### config.mk
export PLATFORM = sky130hd
export DESIGN_NAME = afct_cell
export DESIGN_NICKNAME = d
export VERILOG_FILES = /design/src/design/aabb_frustum_cull_test_unit_macros.svh /design/src/design/afct_pkg.sv /design/src/design/afct_cell.sv
export SDC_FILE = /design/constraint.sdc
export NUM_CORES = 2
export LEC_CHECK = 0
export ABC_CLOCK_PERIOD_IN_PS = 8700
export BUFFER_PORTS_ARGS = -buffer_cell sky130_fd_sc_hd__buf_2
export CAP_MARGIN = 0
export CELL_PAD_IN_SITES_DETAIL_PLACEMENT = 1
export CELL_PAD_IN_SITES_GLOBAL_PLACEMENT = 2
export CORE_MARGIN = 10
export CORE_UTILIZATION = 42
export DETAILED_ROUTE_END_ITERATION = 8
export PLACE_DENSITY = 0.84
export SETUP_SLACK_MARGIN = 0.5
export SLEW_MARGIN = 15
export SYNTH_ARGS = -nofsm -noshare
export SYNTH_HDL_FRONTEND = slang
export SYNTH_SLANG_ARGS = --single-unit
### constraint.sdc
create_clock -name clk -period 8.7 [get_ports clk]
set_input_delay 0.87 -clock clk [delete_from_list [all_inputs] [get_ports clk]]
set_output_delay 0.87 -clock clk [all_outputs]
set_load 0.05 [all_outputs]
### src/design/aabb_frustum_cull_test_unit_macros.svh
// ----------------------------------------------------------------------------
// aabb_frustum_cull_test_unit_macros.svh
// Assertion helpers shared by the frustum cull test RTL.
// ----------------------------------------------------------------------------
`ifndef AABB_FRUSTUM_CULL_TEST_UNIT_MACROS_SVH
`define AABB_FRUSTUM_CULL_TEST_UNIT_MACROS_SVH

// same-cycle implication, disabled during reset
`define AFCT_ASSERT_IMP(lbl, clk, rst_n, ante, cons) \
  lbl: assert property (@(posedge clk) disable iff (!rst_n) (ante) |-> (cons)) \
    else $error("frustum cull unit: implication check failed");

// next-cycle implication, disabled during reset
`define AFCT_ASSERT_NXT(lbl, clk, rst_n, ante, cons) \
  lbl: assert property (@(posedge clk) disable iff (!rst_n) (ante) |=> (cons)) \
    else $error("frustum cull unit: next-cycle check failed");

`endif

### src/design/afct_pkg.sv
// ----------------------------------------------------------------------------
// afct_pkg
// Types and constants of the AABB frustum cull test unit.
// ----------------------------------------------------------------------------
package afct_pkg;

  localparam int COORD_W   = 16;            // box coordinate width
  localparam int NRM_W     = 16;            // Q1.14 normal component width
  localparam int DIST_W    = 16;            // plane distance width
  localparam int FRAC_BITS = 14;            // normal fraction bits
  localparam int PROD_W    = NRM_W + COORD_W;
  localparam int SUM_W     = PROD_W + 2;    // three products plus distance term
  localparam int CFG_W     = 64;
  localparam int REG_COUNT = 6;             // plane registers
  localparam int CFG_IDX_W = 3;

  // plane register indexes
  localparam logic [CFG_IDX_W-1:0] REG_PLANE_0 = 3'd0;
  localparam logic [CFG_IDX_W-1:0] REG_PLANE_1 = 3'd1;
  localparam logic [CFG_IDX_W-1:0] REG_PLANE_2 = 3'd2;
  localparam logic [CFG_IDX_W-1:0] REG_PLANE_3 = 3'd3;
  localparam logic [CFG_IDX_W-1:0] REG_PLANE_4 = 3'd4;
  localparam logic [CFG_IDX_W-1:0] REG_PLANE_5 = 3'd5;

  // plane register layout, msb first
  typedef struct packed {
    logic signed [DIST_W-1:0] d;
    logic signed [NRM_W-1:0]  nz;
    logic signed [NRM_W-1:0]  ny;
    logic signed [NRM_W-1:0]  nx;
  } plane_t;

  typedef struct packed {
    logic signed [COORD_W-1:0] min_x;
    logic signed [COORD_W-1:0] min_y;
    logic signed [COORD_W-1:0] min_z;
    logic signed [COORD_W-1:0] max_x;
    logic signed [COORD_W-1:0] max_y;
    logic signed [COORD_W-1:0] max_z;
  } box_req_t;

  typedef struct packed {
    logic visible;
    logic box_invalid;
  } cull_res_t;

  // what moves from cell to cell
  typedef struct packed {
    box_req_t box;
    logic     invalid;
    logic     culled;
  } cull_tok_t;

endpackage

### src/design/afct_cell.sv
// ----------------------------------------------------------------------------
// afct_cell
// One plane of the cull chain: holds its plane register, picks the positive
// vertex, multiplies (stage A), sums and tests the sign (stage B).
// ----------------------------------------------------------------------------
module afct_cell #(
  parameter int PLANE_IDX = 0
) (
  input  logic                           clk,
  input  logic                           rst_n,
  input  logic                           cfg_we,
  input  logic [afct_pkg::CFG_IDX_W-1:0] cfg_index,
  input  logic [afct_pkg::CFG_W-1:0]     cfg_wdata,
  input  logic                           up_valid,
  output logic                           up_ready,
  input  afct_pkg::cull_tok_t            up_tok,
  output logic                           dn_valid,
  input  logic                           dn_ready,
  output afct_pkg::cull_tok_t            dn_tok
);

  localparam bit HAS_REG = (PLANE_IDX < afct_pkg::REG_COUNT);

  afct_pkg::plane_t plane_r;

  logic                             a_v_r;
  afct_pkg::cull_tok_t              a_tok_r;
  logic signed [afct_pkg::PROD_W-1:0] a_px_r, a_py_r, a_pz_r;
  logic                             b_v_r;
  afct_pkg::cull_tok_t              b_tok_r;
  afct_pkg::cull_tok_t              b_tok_nxt;

  logic a_rdy, b_rdy;
  logic signed [afct_pkg::COORD_W-1:0] vx, vy, vz;
  logic signed [afct_pkg::PROD_W-1:0]  px_nxt, py_nxt, pz_nxt;
  logic signed [afct_pkg::SUM_W-1:0]   sum;

  // planes at or past the register count stay zero and never cull
  always_ff @(posedge clk) begin
    if (!rst_n) begin
      plane_r <= '0;
    end else if (HAS_REG && cfg_we &&
                 cfg_index == afct_pkg::CFG_IDX_W'(PLANE_IDX)) begin
      plane_r <= afct_pkg::plane_t'(cfg_wdata);
    end
  end

  assign b_rdy    = !b_v_r || dn_ready;
  assign a_rdy    = !a_v_r || b_rdy;
  assign up_ready = a_rdy;

  // positive vertex: max where the normal component is non-negative
  assign vx = plane_r.nx[afct_pkg::NRM_W-1] ? up_tok.box.min_x : up_tok.box.max_x;
  assign vy = plane_r.ny[afct_pkg::NRM_W-1] ? up_tok.box.min_y : up_tok.box.max_y;
  assign vz = plane_r.nz[afct_pkg::NRM_W-1] ? up_tok.box.min_z : up_tok.box.max_z;

  assign px_nxt = plane_r.nx * vx;
  assign py_nxt = plane_r.ny * vy;
  assign pz_nxt = plane_r.nz * vz;

  always_ff @(posedge clk) begin
    if (!rst_n) begin
      a_v_r <= 1'b0;
    end else if (a_rdy) begin
      a_v_r <= up_valid;
    end
  end

  always_ff @(posedge clk) begin
    if (a_rdy && up_valid) begin
      a_tok_r <= up_tok;
      a_px_r  <= px_nxt;
      a_py_r  <= py_nxt;
      a_pz_r  <= pz_nxt;
    end
  end

  assign sum = afct_pkg::SUM_W'(a_px_r) + afct_pkg::SUM_W'(a_py_r)
             + afct_pkg::SUM_W'(a_pz_r)
             + (afct_pkg::SUM_W'(plane_r.d) <<< afct_pkg::FRAC_BITS);

  always_comb begin
    b_tok_nxt        = a_tok_r;
    b_tok_nxt.culled = a_tok_r.culled | sum[afct_pkg::SUM_W-1];
  end

  always_ff @(posedge clk) begin
    if (!rst_n) begin
      b_v_r <= 1'b0;
    end else if (b_rdy) begin
      b_v_r <= a_v_r;
    end
  end

  always_ff @(posedge clk) begin
    if (b_rdy && a_v_r) begin
      b_tok_r <= b_tok_nxt;
    end
  end

  assign dn_valid = b_v_r;
  assign dn_tok   = b_tok_r;

endmodule

* Word level (Yosys, flattened, before mapping)
Cells that the tools add are included.
Storage, ports and cells: ROM bits 0, word-level logic and storage cells 43, output and inout bits 100, memory bits (writable) 0, memories 0, bits of input ports 170, bits in latches 0, register bits after elaboration 358
Cells by class: div/mod/pow operators 0, multipliers 3, bitwise logic cells 1, reductions and logical operators 8, mux-type cells 3, shifts and indexed selects 0, add/subtract/negate cells 3, eq/ne operators 0, magnitude comparators 0
Operators by type and width (count):
- multiplier 16 x 16 -> 32 bit | 3
- 2-to-1 mux 16 bit | 3
- adder 33 x 32 -> 34 bit | 1
- adder 34 x 30 -> 34 bit | 1
- adder 32 x 32 -> 33 bit | 1
- logical AND 1 bit | 3
- logical NOT 3 bit | 1
- logical NOT 1 bit | 2
- logical OR 1 bit | 2
- OR 1 bit | 1

* Depth between registers and ports, before layout
word-level depth 4, depth in mapped cells 27, depth with buffers taken out 24

* Worst setup path before layout
Ideal clock, no wire load.
path type input-to-reg, start point in up_tok[71] (netlist bit), end point reg a_py_r[31] (netlist bit) (data pin), data arrival time 6698 ps, stages 21, path buffers 1, required time 8440 ps, path slack 1742 ps, setup time 260 ps, cell sequence nand2_1 > a21boi_0 > clkbuf_1 > nor2b_1 > fa_1 > fa_1 > fa_1 > fa_1 > fa_1 > inv_1 > fa_1 > inv_1 > ha_1 > a21o_1 > a211o_1 > a2111oi_4 > o21ai_1 > o211ai_2 > o2111ai_1 > a21oi_1 > xnor2_1
Between the ends: cells in the longest elaborated chain, start to end 2
RTL lines:
- start, declared | RTL line afct_cell.sv:16 | input afct_pkg::cull_tok_t up_tok,
- 2-to-1 mux 16 bit | RTL line afct_cell.sv:54 | assign vy = plane_r.ny[afct_pkg::NRM_W-1] ? up_tok.box.min_y : up_tok.box.max_y;
- multiplier 16 x 16 -> 32 bit | RTL line afct_cell.sv:58 | assign py_nxt = plane_r.ny * vy;
- named net py_nxt (one bit) | RTL line afct_cell.sv:35 | logic signed [afct_pkg::PROD_W-1:0] px_nxt, py_nxt, pz_nxt;
- end signal, assigned | RTL line afct_cell.sv:73 | a_py_r <= py_nxt;
- end, declared | RTL line afct_cell.sv:28 | logic signed [afct_pkg::PROD_W-1:0] a_px_r, a_py_r, a_pz_r;
The timed path passes the listed nets, and every way through them passes these cells. A chain may end at the register's enable or synchronous reset.

* Worst setup path in the final report
start point reg plane_r[47] (netlist bit), end point reg a_pz_r[31] (netlist bit) (data pin)
Between the ends: cells in the longest elaborated chain, start to end 2
RTL lines:
- start, declared | RTL line afct_cell.sv:24 | afct_pkg::plane_t plane_r;
- start signal, assigned | RTL line afct_cell.sv:44 | plane_r <= afct_pkg::plane_t'(cfg_wdata);
- 2-to-1 mux 16 bit | RTL line afct_cell.sv:55 | assign vz = plane_r.nz[afct_pkg::NRM_W-1] ? up_tok.box.min_z : up_tok.box.max_z;
- multiplier 16 x 16 -> 32 bit * | RTL line afct_cell.sv:59 | assign pz_nxt = plane_r.nz * vz;
- named net pz_nxt (one bit) | RTL line afct_cell.sv:35
- end signal, assigned | RTL line afct_cell.sv:74 | a_pz_r <= pz_nxt;
- end, declared | RTL line afct_cell.sv:28
Mark *: on every way through the listed nets, which the timed path passes. The rest lies on a longest branch.

==> out/results.txt <==
Status = finished, final reports clean
Critical Setup Path Class = reg -> reg
Final HPWL DP = 91,600 um
Reg2Reg Setup Slack = 1.12 ns
Clock Tree Buf Depth = 3
CP bufs+invs = 5
First-pass GRT wire length = 183,000 um
FF+latch area = 10,100 um^2
Synth cell types = 65
Tmin final = 7.58 ns
H-tree level count = 2
FFs w/ async S/R, synth = 0
Vias in the first global route = 32,600
CTS buffer count = 45
# IOs = 270
Clk sinks = 358
CTS tree = done
MaxCap Viol Count = 0
Largest family of logic cells by synthesized area = adder cells
Final hold vios = 0
Synth Area in Simple Gates = 0.122
Chip height = 340 um
PortBufs = 269
DR pass1 iterations = 4
Setup tns final = 0 ns
Worst slew pin tran = 1.06 ns
Wire per inst = 20.0 um
Cell with the most instances after synthesis = inv_1
Fin crit share = 0.871
Synth area leader = fa_1
Sequential area share after synthesis = 0.235
Fill count = 11,200
Final wirelength = 113,000 um
Initial detailed-routing violation count = 1,186
Synth area leaders = fa_1 39%, edfxtp_1 20%, ha_1 8.4%, inv_1 7.6%, nand2_1 4.3%
Full die area = 115,000 um^2
Initial antenna violation count = 6
# nets final = 5,535
CTS Root Cell = clkbuf_16
Placer Congestion = 0.837
Post-synth top area share = 0.390
CP arrival = 7.93 ns
Reg clk slew, reported paths = 0.07 ns
Max incr delay on CP = 0.81 ns
Commonest cells post-synth = 873 x inv_1, 836 x fa_1, 492 x nand2_1
#FFs+latches synth = 358
Row count = 117
Worst endpoint required time = 9.05 ns
Remaining global-route overflow = 0
Clock Latency Late Sink = 0.64 ns
Most frequent CP cell = fa_1
Synth Area in Adders = 0.475
Syn Nets = 5,316
RSZ-0062 raised after global routing = false
Post-Synth XOR/XNOR Area = 0.0214
Worst-path cell chain = inv_1 -> a21o_1 -> and2_1 -> fa_1 -> inv_1 -> fa_1 -> fa_1 -> inv_1 -> fa_1 -> fa_1 -> inv_1 -> fa_1 -> inv_1 -> ha_1 -> a21oi_1 -> o21ai_0 -> nor3_1 -> a21oi_1 -> o41ai_2 -> o2111ai_1 -> a21oi_1 -> xnor2_1
Post-synth EDFFs = 292
CP max stage cell = dfxtp_1
Max-slew violation count = 0
Hold Path Class = reg -> reg
Placeable Area = 102,000 um^2
Yosys warning count = 0
Primary FF master, synth = edfxtp_1
Remaining DRCs = 0
Antenna Nets Post-Route = 0
Vias per cell = 4.98
Crit Path Max Fanout = 21
Setup violators final = 0
Crit path launch type = register
Largest net degree at the start of global routing = 130
Fmax = 132 MHz
Final clock skew = 0.0524 ns
Multiplexer area fraction after synthesis = 0.000934
Endpoint class of the critical path = register
Synth Area per Inst = 10.7 um^2
Layout cell share with drive strength beyond 1 = 0.0933
LEAKAGE = 22.7 nW
Gate Count Post-Synth = 4,021
Final core utilization = 0.464
Mapped Area = 42,900 um^2
Synthesis-to-finish area growth = 9.97%
Die W = 340 um
Power Density = 136 nW/um^2
Starting density of the core = 0.422
Via count = 28,200
Slew margin rel. = 0.293
Multi-input logic area = 29,100 um^2
Post-synthesis compound-gate area fraction = 0.0586
Total GRT Usage = 0.200
CP top delay family = adder cells
VDD IR max = 0.146 mV
## registers in the layout, summed over array words and instances, names as in the netlist
register  cells
a_v_r         1
a_py_r       32
a_px_r       32
plane_r      64
a_tok_r      98
dn_valid      1
a_pz_r       32
dn_tok       98
## metal layers
layer / track usage / part of all wire / routed length (um)
met5: 0 / 0.00020 / 23
met4: 0.0536 / 0.024 / 2760
met3: 0.0372 / 0.053 / 5990
met2: 0.333 / 0.48 / 54400
met1: 0.266 / 0.44 / 49700
## area by class of cell
| type | instances | area share |
|---|---|---|
| Multi-Input combinational cell | 2664 | 0.616 |
| Tap cell | 1368 | 0.0363 |
| Timing Repair Buffer | 298 | 0.0334 |
| Antenna cell | 4 | 0.000212 |
| Inverter | 873 | 0.0695 |
| Sequential cell | 358 | 0.214 |
| Clock inverter | 26 | 0.00509 |
| Clock buffer | 57 | 0.0250 |
## cells in the final DEF, fill, tap and decap left out, types with 5 or more instances in the layout
cell       count
and2_1       154
nor2_1        81
and3_1        12
nor2b_1      226
clkbuf_16     45
clkbuf_1      11
xor2_1        21
inv_1        873
o21a_1        14
a21o_1        63
xnor2_1       84
clkinv_2       6
fa_1         836
o211ai_1      10
a31oi_1        9
ha_1         289
inv_6          5
clkinv_1       6
nand3_1       24
buf_4         28
or2_2         13
o21bai_1      12
a21boi_0      68
dfxtp_1       65
a21oi_2        6
buf_2        269
nor3_1        18
a211o_1        5
a21oi_1       74
o21ai_0       40
a211oi_1      14
o2111ai_1      6
nand4_1        5
nand2b_1      29
edfxtp_1     292
nand2_1      492
## cell families (layout without fill, tap and decap cells)
| kind of cell | count (synthesis) | count (layout) |
|---|---|---|
| fa+ha+maj | 1125 | 1125 |
| simple gates | 1069 | 1069 |
| buf+inv | 999 | 1254 |
| compound gates | 361 | 361 |
| flops | 358 | 358 |
| xor+xnor | 105 | 105 |
| mux | 4 | 4 |
| other cells | 0 | 4 |
## stage by stage
step / std cells / power, W / worst slack [ns] / hold WS, ns / area, um^2
after floorplan: 4021 / 0.00387 / 1.74 / 0.400 / 42900
final: 5648 / 0.00639 / 1.12 / 0.402 / 47200
after CTS: 5644 / 0.00650 / 0.904 / 0.380 / 47100
after detailed placement: 5561 / 0.00459 / 0.993 / 0.405 / 45700
after global placement: 5561 / 0.00451 / 1.20 / 0.400 / 45700
after global routing: 5646 / 0.00689 / 0.625 / 0.401 / 47200
## where the power goes
group	switching, W	internal [W]	total, W
Clock	0.000787	0.00106	0.00185
Combinational	0.00137	0.000976	0.00235
Sequential	0.000131	0.00207	0.00220
Total	0.00229	0.00411	0.00639
## worst paths after layout
path | startpoint | to | cells past startpoint
worst max-delay path | plane_r[47]$_SDFFE_PN0P_ | a_pz_r[31]$_DFFE_PP_ | 22
worst min-delay path | a_tok_r[35]$_DFFE_PP_ | dn_tok[35]$_DFFE_PP_ | 0
worst max register to register | plane_r[47]$_SDFFE_PN0P_ | a_pz_r[31]$_DFFE_PP_ | 22
worst min register to register | a_tok_r[35]$_DFFE_PP_ | dn_tok[35]$_DFFE_PP_ | 0
## timing repair
item / in CTS / in global routing
hold buffers: 0 / 0
gates resized for setup: 0 / 1
endpoints found under the setup margin: 0 / 2
setup buffers: 0 / 0
Power figures use the tool's default switching activity.
